[src/rtl/assert_macros.svh]
// Assertion macros used by the top level of the indexed list unit.
`ifndef ASSERT_MACROS_SVH
`define ASSERT_MACROS_SVH

// Checked on every clock edge outside reset.
`define IIRL_ASSERT(lbl, prop, msg) \
  lbl: assert property (@(posedge clk_i) disable iff (!rst_ni) (prop)) else $error(msg);

// Checked on every clock edge, reset included.
`define IIRL_ASSERT_ALWAYS(lbl, prop, msg) \
  lbl: assert property (@(posedge clk_i) (prop)) else $error(msg);

`endif

[src/rtl/iirl_pkg.sv]
// Package with types and constants of the indexed list unit.
package iirl_pkg;

  localparam int DATA_W           = 32;
  localparam int OP_W             = 3;
  localparam int POS_W            = 7;
  localparam int CNT_OUT_W        = 7;
  localparam int DEFAULT_CAPACITY = 64;

  typedef enum logic [OP_W-1:0] {
    OP_APPEND    = 3'd0,
    OP_READ      = 3'd1,
    OP_INSERT    = 3'd2,
    OP_REMOVE    = 3'd3,
    OP_OVERWRITE = 3'd4,
    OP_CLEAR     = 3'd5
  } opcode_e;

  // What every storage cell does with its entry in this cycle.
  typedef enum logic [1:0] {
    MODE_HOLD,
    MODE_INSERT,
    MODE_REMOVE,
    MODE_WRITE
  } cell_mode_e;

  // What every cell does with its slot of the read chain.
  typedef enum logic [1:0] {
    RD_HOLD,
    RD_LOAD,
    RD_SHIFT
  } rd_mode_e;

  typedef struct packed {
    cell_mode_e        mode;
    rd_mode_e          rd;
    logic [DATA_W-1:0] value;
  } cell_ctrl_t;

endpackage

[src/rtl/iirl_cell.sv]
// One storage cell of the list: an entry register and a slot of the read chain.
module iirl_cell #(
  parameter int CAPACITY = iirl_pkg::DEFAULT_CAPACITY,
  parameter int IDX      = 0
) (
  input  logic                         clk_i,
  input  iirl_pkg::cell_ctrl_t         ctrl_i,
  input  logic [$clog2(CAPACITY+1)-1:0] idx_i,
  input  logic [iirl_pkg::DATA_W-1:0]  left_i,
  input  logic [iirl_pkg::DATA_W-1:0]  right_i,
  input  logic [iirl_pkg::DATA_W-1:0]  rd_right_i,
  output logic [iirl_pkg::DATA_W-1:0]  entry_o,
  output logic [iirl_pkg::DATA_W-1:0]  rd_o
);
  import iirl_pkg::*;

  localparam int CntW = $clog2(CAPACITY + 1);
  localparam logic [CntW-1:0] MyIdx = CntW'(IDX);

  logic [DATA_W-1:0] entry_q, entry_d;
  logic [DATA_W-1:0] rd_q, rd_d;

  always_comb begin
    entry_d = entry_q;
    case (ctrl_i.mode)
      MODE_INSERT: begin
        if (MyIdx == idx_i) begin
          entry_d = ctrl_i.value;
        end else if (MyIdx > idx_i) begin
          entry_d = left_i;
        end
      end
      MODE_REMOVE: begin
        if (MyIdx >= idx_i) begin
          entry_d = right_i;
        end
      end
      MODE_WRITE: begin
        if (MyIdx == idx_i) begin
          entry_d = ctrl_i.value;
        end
      end
      default: entry_d = entry_q;
    endcase
  end

  // The read chain snapshots the entries before they move, then walks
  // one cell per cycle toward cell zero.
  always_comb begin
    rd_d = rd_q;
    case (ctrl_i.rd)
      RD_LOAD:  rd_d = entry_q;
      RD_SHIFT: rd_d = rd_right_i;
      default:  rd_d = rd_q;
    endcase
  end

  always_ff @(posedge clk_i) begin
    entry_q <= entry_d;
    rd_q    <= rd_d;
  end

  assign entry_o = entry_q;
  assign rd_o    = rd_q;

endmodule

[config.mk]
export PLATFORM = sky130hd
export DESIGN_NAME = iirl_cell
export DESIGN_NICKNAME = d
export VERILOG_FILES = /design/src/rtl/assert_macros.svh /design/src/rtl/iirl_pkg.sv /design/src/rtl/iirl_cell.sv
export SDC_FILE = /design/constraint.sdc
export NUM_CORES = 1
export LEC_CHECK = 0
export BUFFER_PORTS_ARGS = -buffer_cell sky130_fd_sc_hd__buf_2
export CORE_MARGIN = 4
export CORE_UTILIZATION = 28
export CTS_BUF_LIST = sky130_fd_sc_hd__clkbuf_8
export DETAILED_ROUTE_END_ITERATION = 7
export PLACE_DENSITY = 0.66
export SYNTH_ARGS = -nofsm -noshare
export SYNTH_HDL_FRONTEND = slang
export SYNTH_SLANG_ARGS = --single-unit
[constraint.sdc]
create_clock -name clk_i -period 5.51 [get_ports clk_i]
set_clock_uncertainty 0.2 [all_clocks]
set_input_delay 1.102 -clock clk_i [delete_from_list [all_inputs] [get_ports clk_i]]
set_output_delay 1.102 -clock clk_i [all_outputs]
set_load 0.01 [all_outputs]
### Yosys cells after proc, flatten, opt, wreduce, memory -nomap -nowiden

Index checks and enable logic that the tools add are counted.

| storage, ports and cells | value |
|---|---|
| output and inout port bits | 64 |
| register bits | 64 |

| cells by class | value |
|---|---|
| magnitude comparators | 2 |
| multiplexer cells | 6 |
| equality and inequality tests | 8 |
| reductions and logical operators | 4 |

Operators with widths:

| kind | number |
|---|---|
| 2-to-1 mux 32 bit | 4 |
| one-hot mux 32 bit (3 select lines) | 1 |
| one-hot mux 32 bit (2 select lines) | 1 |
| >= comparator 1 x 7 -> 1 bit, first input constant | 1 |
| > comparator 1 x 7 -> 1 bit, first input constant | 1 |
| logical NOT 7 bit | 1 |
| == test 2 bit, second input constant | 3 |
| == test 2 x 1 -> 1 bit, second input constant | 2 |
| inequality test 2 bit, second input constant | 2 |
| AND reduction 4 bit | 1 |
| inequality test 3 bit, second input constant | 1 |
| nonzero test 3 bit | 1 |
| nonzero test 2 bit | 1 |

### Logic depth before layout (Yosys ltp)

Gate-level depths: netlist of run 1.

| logic depth | value |
|---|---|
| depth in word-level cells | 4 |
| mapped depth | 5 |
| mapped depth without buffers | 3 |

### Worst setup path after synthesis of run 1

Ideal clock, no wire load.

| timing | value |
|---|---|
| path kind | in2reg |
| start | input idx_i[5] |
| end | register entry_q[0] (netlist: entry_o[0]) (enable) |
| setup time | 0.421 ns |
| cell stages on the path | 5 |
| path slack | 1.365 ns |
| data arrival time | 3.524 ns |
| data required time | 4.889 ns |
| cells stage by stage | or4_4 -> or2_1 -> buf_6 -> buf_8 -> nor2_1 |

| between the ends | value |
|---|---|
| word-level cells in the longest chain between the ends | 3 |

Ends and longest elaborated chain:

| what | RTL line | text |
|---|---|---|
| start: declaration | iirl_cell.sv:8 | `input logic [$clog2(CAPACITY+1)-1:0] idx_i,` |
| > comparator 1 x 7 -> 1 bit, or another cell as far along | iirl_cell.sv:29 | `end else if (MyIdx > idx_i) begin` |
| inequality test 3 bit (no source line) / inequality test 2 bit (equally long branches) | - |  |
| AND reduction 4 bit (no source line) * | - |  |
| end signal: assignment | iirl_cell.sv:59 | `entry_q <= entry_d;` |
| end: declaration | iirl_cell.sv:20 | `logic [DATA_W-1:0] entry_q, entry_d;` |

Every way passes the cells marked *; elsewhere a longest branch is shown, timed or not.
A chain may end at the register's enable or synchronous reset.

### Worst setup path after layout of run 1

| timing | value |
|---|---|
| start | input idx_i[5] |
| end | register entry_q[29] (netlist: entry_o[29]) (enable) |

The elaborated chain is that of the path after synthesis.

==> impl_results.md, run 1 <==
- Max Clock Freq: 285.5 MHz
- Total negative slack: 0 ns
- Transition time at the pin with the least slew margin: 0.9497 ns
- Initial Utilization: 28.97%
- Number of cells traversed by the worst hold path: 1
- Final worst path period need: 3.503 ns
- Buffer and inverter count on the worst path: 2
- Number of setup buffers added after CTS: 0
- Share of the synthesized area in the top cell type: 54.33%
- Initial DRC count: 220
- Number of synthesized flops with an enable pin: 64
- Commonest register cell after synthesis: edfxtp_1
- Buffer depth of the longest clock path: 2
- Arrival time at the worst endpoint: 3.26 ns
- Clock-pin slew reported for the worst setup and hold paths after clock tree synthesis: 0.07 ns
- Total count of max-transition violations in the final report: 0
- Required time worst endpoint: 5.27 ns
- GR Overflow Total: 0
- Power density over the cells: 224.0 nW/um^2
- Die ar.: 14500 um^2
- Post-Place Cells: 643
- Critical Path Source Type: input port
- Number of antenna violations at the first check in global routing: 0
- Leak: 1.896 nW
- Synth warn: 0
- Placement Rows: 40
- Vias in the first global route: 3250
- Family with the most delay on the worst path: simple AND/OR/NAND/NOR gates
- R2R cell count: 1
- Vias: 3102
- Antenna diode count: 0
- Final HPWL from detailed placement: 7.800 mm
- Total stage count of the critical path: 5
- Worst VDD drop: 76.90 uV
- Unrepaired setup endpoints after global routing: false
- Crit-path max cell delay: 0.79 ns
- Clock tree from TritonCTS: built
- Max-cap viol count: 0
- Root cell of the clock tree: clkbuf_8
- Ys async rst share: 0%
- Detailed-route wire length: 10.84 mm
- Critical-path cell list: buf_2, or4_4, or2_1, buf_4, nor2_4
- Count of different cell masters after synthesis: 18
- Hold_buf cts: 0
- Number of levels in the clock H-tree: 3
- Final weighted congestion in routability-driven placement: 0.7614
- Area leader, netlist: edfxtp_1
- Post-route DRC violation count: 0
- Post-synth top cells: edfxtp_1 (64), nor2b_1 (33)
- Type of element capturing the critical path: flip-flop
- Number of nets in the layout: 627
- Worst min-delay path class: reg2reg
- Flops & latches, synth: 64
- Clock sink count: 64
- Overall routing resource usage: 14.66%
- Cells after Synth: 295
- Biggest area contributors in the synthesized netlist: edfxtp_1 (54%), mux2_2 (10%), a22oi_1 (6.8%)
- Number of buffers created by CTS: 9
- Insertion delay to the later sink of the worst-skew pair: 0.34 ns
- Final core area utilization: 39.45%
- Result of the run: completed
- Top fanout value on the critical path: 33
- First-pass DRT Iterations: 4
- Cell area after technology mapping: 3537 um^2
- Worst setup path class: in2reg
- First-pass GRT wire length: 16.46 mm
- Layout Area Growth over Synthesis: 36.19%
- Core footprint: 12210 um^2
- Post-cts resize count: 0
- Number of I/O pins: 204
- Die Width: 120.4 um
- Height of the die: 120.4 um
- Post-synthesis area per instance: 11.99 um^2
- Share of the yosys chip area belonging to registers: 54.33%
- Cell with the largest stage delay on the worst path: nor2_4
- Count of input and output buffers: 203
- Hold Fails Final Rpt: 0
- Share of post-route cells with drive strength above 1: 51.84%
- Routed wire per std cell: 16.48 um
- Count of final setup violators: 0
- Pin count of the biggest net entering global routing: 68
- Synthesized net count: 436
- Leading cell type by number of instances after synthesis: edfxtp_1
- Vias per Instance: 4.714
- Number of non-filler instances in the completed layout: 658
- Final clock period utilization by the worst path: 63.57%
- Detail Route Antenna Nets: 0
- Slew HR: 36.54%
==> cells by family after synthesis <==
kind of cell               after synthesis  synth area share, %
AOI/OAI and AO/OA                       96                18.11
and+or+nand+nor                         71                12.56
DFF                                     64                54.33
muxes                                   32                10.19
buffers and inverters                   31                4.457
adders and majority gates                1               0.3537
==> layer usage <==
metal	track usage, %	part of all wire, %	vias up
met4	5.949	1.9	0
met3	3.648	7.9	15
li1	-	-	1503
met2	25.39	50	156
met5	0	0	-
met1	17.35	40	1428
==> where the power goes <==
part	internal [W]	leakage, nW	switching [W]
logic	0.0000913	1.22	0.0000893
clock network	0.000151	0.0892	0.000179
registers	0.000563	0.585	0.00000521
==> cells in the final DEF (no fill, tap or decap) <==
cell,synthesis,final
a22oi_1,32,32
and2_1,1,1
buf_2,0,203
buf_4,0,6
clkbuf_8,0,9
clkinv_1,0,2
edfxtp_1,64,64
ha_2,0,1
inv_1,2,6
mux2_2,32,32
nand2b_1,32,32
nor2_1,2,1
nor2_4,0,1
nor2b_1,33,32
nor2b_2,0,1
o211ai_1,32,32
o21ai_0,32,32
or2_1,1,1
or3_1,1,1
or4_4,1,1
==> sequential cells by signal, summed over array words and instances, names as in the netlist <==
name and cells:
entry_o 32, rd_o 32
==> path summary, 6_finish.rpt <==
kind / to / start / slack, ns
worst max-delay path: entry_o[29] / idx_i[5] / 2.01
worst min-delay path: rd_o[28] / entry_o[28] / 0.37
worst max register to register: rd_o[16] / entry_o[16] / 4.34
worst min register to register: rd_o[28] / entry_o[28] / 0.37
==> layout make-up <==
| class | count | area (um^2) |
|---|---|---|
| inverters | 2 | 7.507 |
| repair buffers | 209 | 1061 |
| well taps | 168 | 210.2 |
| clock buffers | 9 | 123.9 |
| clock inverters | 6 | 22.52 |
| multi-input cells | 200 | 1470 |
| flip-flops and latches | 64 | 1922 |
| fillers | 1234 | 7395 |
==> metrics by stage <==
step | setup WS (ns) | area [um^2] | power (W) | hold slack (ns)
4_1_cts | 1.988 | 4817 | 0.001097 | 0.3761
2_1_floorplan | 1.365 | 3537 | 0.0006712 | 0.4275
3_3_place_gp | 1.682 | 4671 | 0.0007565 | 0.3611
5_1_grt | 1.918 | 4817 | 0.001139 | 0.3913
6_report | 2.008 | 4817 | 0.001079 | 0.3726
3_5_place_dp | 1.613 | 4671 | 0.0007617 | 0.3595
(Power assumes the default switching activity.)
==> run 2: changes to the inputs <==
ABC_AREA = 1   (was default)
PLACE_DENSITY = 0.65   (was 0.66)
clock period = 3.4 ns   (was 5.51 ns; I/O delays follow)
==> run 2 against run 1 <==
Worst setup slack worse by 0.67 ns. Core utilization down 1.1 points. Sequential cell count unchanged. Sequential share of layout area down 2.5 points. First-iteration DRC count up 5.0%. Largest power group unchanged. Largest cell class unchanged. Highest routed layer unchanged. Combinational power up 71%. Cell count up 22%. Critical path depth down 1. Via count up 17%.
==> impl_results.md, run 2 <==
- Result of the run: completed
- Final clock period utilization by the worst path: 60.62%
- Arrival time at the worst endpoint: 1.85 ns
- Commonest register cell after synthesis: edfxtp_1
- Top fanout value on the critical path: 32
- Detail Route Antenna Nets: 0
- Routed wire per std cell: 14.97 um
- Power density over the cells: 357.1 nW/um^2
- Synthesized net count: 571
- Die Width: 125.5 um
- Critical-path cell list: buf_2, inv_1, a211oi_4, buf_4
- Number of I/O pins: 204
- Count of input and output buffers: 203
- First-pass GRT wire length: 18.80 mm
- Final worst path period need: 2.061 ns
- Share of post-route cells with drive strength above 1: 41.63%
- Ys async rst share: 0%
- Total count of max-transition violations in the final report: 0
- Leak: 2.433 nW
- Final worst setup slack: 1.339 ns
- Pin count of the biggest net entering global routing: 33
- Post-synth top cells: inv_1 (101), nand3_1 (96), edfxtp_1 (64), o21ai_0 (34), nand2_1 (33)
- Detail Route met2 WL: 5.745 mm
- Number of buffers created by CTS: 9
- Share of the yosys chip area belonging to registers: 49.71%
- Clock-pin slew reported for the worst setup and hold paths after clock tree synthesis: 0.07 ns
- Number of levels in the clock H-tree: 3
- Hold_buf cts: 0
- Worst setup path class: in2reg
- Max-cap viol count: 0
- Family with the most delay on the worst path: buffers and inverters
- Biggest area contributors in the synthesized netlist: edfxtp_1 (50%), nand3_1 (12%), inv_1 (9.8%)
- Cell with the largest stage delay on the worst path: buf_4
- Antenna diode count: 0
- Die ar.: 15750 um^2
- Insertion delay to the later sink of the worst-skew pair: 0.33 ns
- Type of element capturing the critical path: flip-flop
- Share of the synthesized area in the top cell type: 49.71%
- Cells after Synth: 430
- Buffer depth of the longest clock path: 2
- Transition time at the pin with the least slew margin: 0.7745 ns
- Overall routing resource usage: 14.88%
- Vias in the first global route: 3663
- Met3 routed WL: 845 um
- Post-route DRC violation count: 0
- Clock sink count: 64
- Worst VDD drop: 125.2 uV
- Detailed-route wire length: 12.02 mm
- Count of different cell masters after synthesis: 19
- Buffer and inverter count on the worst path: 3
- Number of synthesized flops with an enable pin: 64
- Number of antenna violations at the first check in global routing: 0
- Slew HR: 48.25%
- Crit-path max cell delay: 0.40 ns
- Number of inserted filler cells in the final layout: 1391
- Final HPWL from detailed placement: 9.476 mm
- Number of nets in the layout: 764
- Unrepaired setup endpoints after global routing: false
- Cell area after technology mapping: 3866 um^2
- Layout Area Growth over Synthesis: 32.98%
- Post-synthesis area per instance: 8.991 um^2
- Height of the die: 125.5 um
- First-pass DRT Iterations: 6
- Placement Rows: 42
- Top layer reached by signal wires: met4
- Final Power: 0.001836 W
- Core footprint: 13400 um^2
- Flops & latches, synth: 64
- Most common cell after layout, fill and taps aside: buf_2
- Sequential Area: 1922 um^2
- Wire length the detailed router placed on met1: 5.169 mm
- Vias per Instance: 4.514
- Area leader, netlist: edfxtp_1
- Final weighted congestion in routability-driven placement: 0.9110
- Post-cts resize count: 0
- Leading cell type by number of instances after synthesis: inv_1
- Total negative slack: 0 ns
- Worst min-delay path class: reg2reg
- Initial Utilization: 28.85%
- Count of final setup violators: 0
- Clock tree from TritonCTS: built
- Max Clock Freq: 485.2 MHz
- Commonest cells after routing, fill and taps aside: buf_2 (203), inv_1 (101), nand3_1 (96)
- Synth warn: 0
- Root cell of the clock tree: clkbuf_8
- Combined area of the multi-input logic cells: 1361 um^2
- Required time worst endpoint: 3.19 ns
- Critical Path Source Type: input port
- Hold Fails Final Rpt: 0
- Dpl ws: 0.9880 ns
- Number of setup buffers added after CTS: 0
- GR Overflow Total: 0
- Vias: 3625
- Initial DRC count: 231
==> run 2: changes by cell type in the layout (fill, tap and decap cells not counted), moves of 3 or more <==
cell | previous run | this run
nor2b_1 | 32 | 0
nand3_1 | 0 | 96
inv_1 | 6 | 101
a22oi_1 | 32 | 0
nand2b_1 | 32 | 0
nand2_2 | 0 | 3
o211ai_1 | 32 | 0
nand2_1 | 0 | 33
o21ai_1 | 0 | 30
==> run 2: final timing paths <==
check / from / to / slack (ns) / cells after the start
max: ctrl_i[35] / entry_o[9] / 1.34 / 4
min: entry_o[2] / rd_o[2] / 0.40 / 1
max reg2reg: entry_o[0] / rd_o[0] / 2.17 / 1
min reg2reg: entry_o[2] / rd_o[2] / 0.40 / 1
==> run 2: per-stage QoR <==
| stage | hold slack, ns | cell area (um^2) | utilization [%] | std cells |
|---|---|---|---|---|
| after global placement | 0.3835 | 4966 | 37.06 | 788 |
| after global routing | 0.4153 | 5141 | 38.37 | 803 |
| after floorplan | 0.4047 | 3871 | - | 430 |
| final | 0.3959 | 5141 | 38.37 | 803 |
| after CTS | 0.3943 | 5141 | 38.37 | 803 |
| after detailed placement | 0.3742 | 4966 | 37.06 | 788 |
==> run 2: final cells by class <==
class | instances | share of cell area [%]
Clock buffer | 9 | 2.409
Clock inverter | 6 | 0.9978
Inverter | 103 | 7.520
Multi-Input combinational cell | 234 | 26.48
Sequential cell | 64 | 37.38
Tap cell | 176 | 4.283
Timing Repair Buffer | 211 | 20.93
==> run 2: cells by family (layout without fill, tap and decap cells) <==
family,Yosys count,count (layout),share of synthesized area [%]
fa+ha+maj,1,1,0.3236
mux,32,32,9.320
compound gates,65,65,8.479
simple gates,136,136,16.76
buf+inv,132,329,15.40
flops,64,64,49.71
==> run 2: report_power, final <==
group	total, W	internal (W)	switching [W]	leakage [nW]
Combinational	0.000310	0.000137	0.000173	1.76
Sequential	0.000920	0.000912	0.00000818	0.586
Clock	0.000606	0.000324	0.000282	0.0914
Total	0.00184	0.00137	0.000463	2.43
==> run 2: layer usage <==
layer,global-route usage (%),vias to the layer above
li1,-,1809
met4,5.676,0
met5,0,-
met2,24.23,158
met3,3.710,19
met1,19.08,1639
==> run 3: changes to the inputs <==
PLACE_DENSITY = 0.67   (was 0.65)
clock period = 1.7 ns   (was 3.4 ns; I/O delays follow)
==> run 3 against run 2 <==
First-iteration DRC count increased by 11%. Core utilization increased by 1.8 points. Sequential power increased by 100%. Combinational power up 120%. Worst hold slack lost 0.32 ns. Worst setup slack worse by 1.1 ns. Count of clock-buffer cells in the layout did not move. Cell count up 1.5%. Power is 110% higher. Critical path depth decreased by 3. Design area up 4.6%. Global-route usage up 0.92 points. Largest cell class unchanged.
==> impl_results.md, run 3 (synthesized netlist as in run 2, its figures left out) <==
- First-pass DRT Iterations: 4
- Transition time at the pin with the least slew margin: 0.3763 ns
- Core footprint: 13400 um^2
- Worst setup path class: reg2out
- Vias in the first global route: 3711
- Vias per Instance: 4.450
- Buffer and inverter count on the worst path: 1
- Number of nets in the layout: 776
- Hold-critical path endpoint: rd_o[4]
- Max-cap viol count: 0
- Number of buffers created by CTS: 9
- Cell with the largest stage delay on the worst path: edfxtp_1
- Root cell of the clock tree: clkbuf_8
- Vias: 3627
- Buffer depth of the longest clock path: 2
- Count of final setup violators: 0
- Post-cts resize count: 0
- Number of setup buffers added after CTS: 0
- Required time worst endpoint: 1.16 ns
- First-pass GRT wire length: 19.42 mm
- Most common cell after layout, fill and taps aside: buf_2
- Total count of max-transition violations in the final report: 0
- Final weighted congestion in routability-driven placement: 0.7843
- Initial DRC count: 257
- Family with the most delay on the worst path: flip-flops
- Detailed-route wire length: 12.56 mm
- Final worst setup slack: 0.2143 ns
- Die Width: 125.5 um
- Reg2reg setup slack: 0.53 ns
- Number of I/O pins: 204
- Post-route DRC violation count: 0
- Number of levels in the clock H-tree: 3
- Hold_buf cts: 0
- Final Power: 0.003892 W
- Clock tree from TritonCTS: built
- Leak: 2.531 nW
- Antenna diode count: 0
- Final worst path period need: 1.486 ns
- Pin count of the biggest net entering global routing: 33
- Critical-path cell list: buf_2
- Final HPWL from detailed placement: 9.811 mm
- Origin of the worst min-delay path: rd_right_i[4]
- Arrival time at the worst endpoint: 0.95 ns
- Clock-pin slew reported for the worst setup and hold paths after clock tree synthesis: 0.07 ns
- Unrepaired setup endpoints after global routing: false
- Final clock period utilization by the worst path: 87.40%
- Overall routing resource usage: 15.80%
- Number of antenna violations at the first check in global routing: 0
- Height of the die: 125.5 um
- Layout Area Growth over Synthesis: 39.09%
- Worst VDD drop: 286.9 uV
- GR Overflow Total: 0
- Detail Route Antenna Nets: 0
- Result of the run: completed
- Count of input and output buffers: 203
- Commonest cells after routing, fill and taps aside: buf_2 (203), inv_1 (101), nand3_1 (96)
- Routed wire per std cell: 15.40 um
- Number of cells traversed by the worst hold path: 2
- Worst min-delay path class: in2reg
- Max Clock Freq: 673.1 MHz
- Top fanout value on the critical path: 2
- Hold Fails Final Rpt: 0
- Type of element capturing the critical path: output pin
- Initial Utilization: 28.85%
- Total negative slack: 0 ns
- Dpl ws: -0.03186 ns
- Power density over the cells: 723.7 nW/um^2
- Crit-path max cell delay: 0.43 ns
- Critical register-to-register path endpoint: rd_o[31]
- Number of inserted filler cells in the final layout: 1372
- Die ar.: 15750 um^2
- Insertion delay to the later sink of the worst-skew pair: 0.35 ns
- Reg2Reg Launch Point: entry_o[31]
- R2R cell count: 1
- Slew HR: 74.92%
- Clock sink count: 64
- Placement Rows: 42
- Share of post-route cells with drive strength above 1: 43.35%
- Critical Path Source Type: flip-flop
run 3: worst max-delay path by stage:
stage             endpoint  slack (ns)   startpoint  cells after the start
2_1_floorplan   entry_o[0]       -0.48     idx_i[0]                      4
3_3_place_gp       rd_o[6]      -0.007   ctrl_i[32]                      5
3_5_place_dp       rd_o[8]       -0.03   ctrl_i[32]                      5
4_1_cts        entry_o[28]        0.17  entry_o[28]                      1
5_1_grt        entry_o[28]        0.15  entry_o[28]                      1
6_report       entry_o[15]        0.21  entry_o[15]                      1
run 3: per-layer routing:
| metal | GRT usage [%] | wire [um] | vias to the layer above | share of wire (%) |
|---|---|---|---|---|
| met2 | 26.94 | 6053 | 173 | 48 |
| li1 | - | - | 1833 | - |
| met4 | 5.931 | 265 | 0 | 2.1 |
| met1 | 19.38 | 5218 | 1601 | 42 |
| met3 | 3.753 | 1018 | 20 | 8.1 |
| met5 | 0 | 0 | - | 0 |
run 3: report_power, final:
group	total, W	switching (W)	internal (W)
Clock	0.00136	0.000563	0.000799
Combinational	0.000689	0.000370	0.000320
Sequential	0.00184	0.0000168	0.00182
Total	0.00389	0.000949	0.00294
run 3: cell type report:
cell class              instances  area, um^2  share of cell area, %
multi-input cells             234        1379                  25.64
clock buffers                   9       123.9                  2.303
inverters                     103       390.4                  7.259
repair buffers                223        1266                  23.55
well taps                     176       220.2                  4.095
clock inverters                 6       76.32                  1.419
flip-flops and latches         64        1922                  35.74
run 3: through the flow:
step	cells	cell area, um^2	hold WS, ns	util (%)
after floorplan	430	3904	0.3439	-
after global placement	800	5177	0.3572	38.64
after detailed placement	800	5177	0.3618	38.64
after CTS	815	5378	0.05987	40.13
after global routing	815	5378	0.06275	40.13
final	815	5378	0.08008	40.13
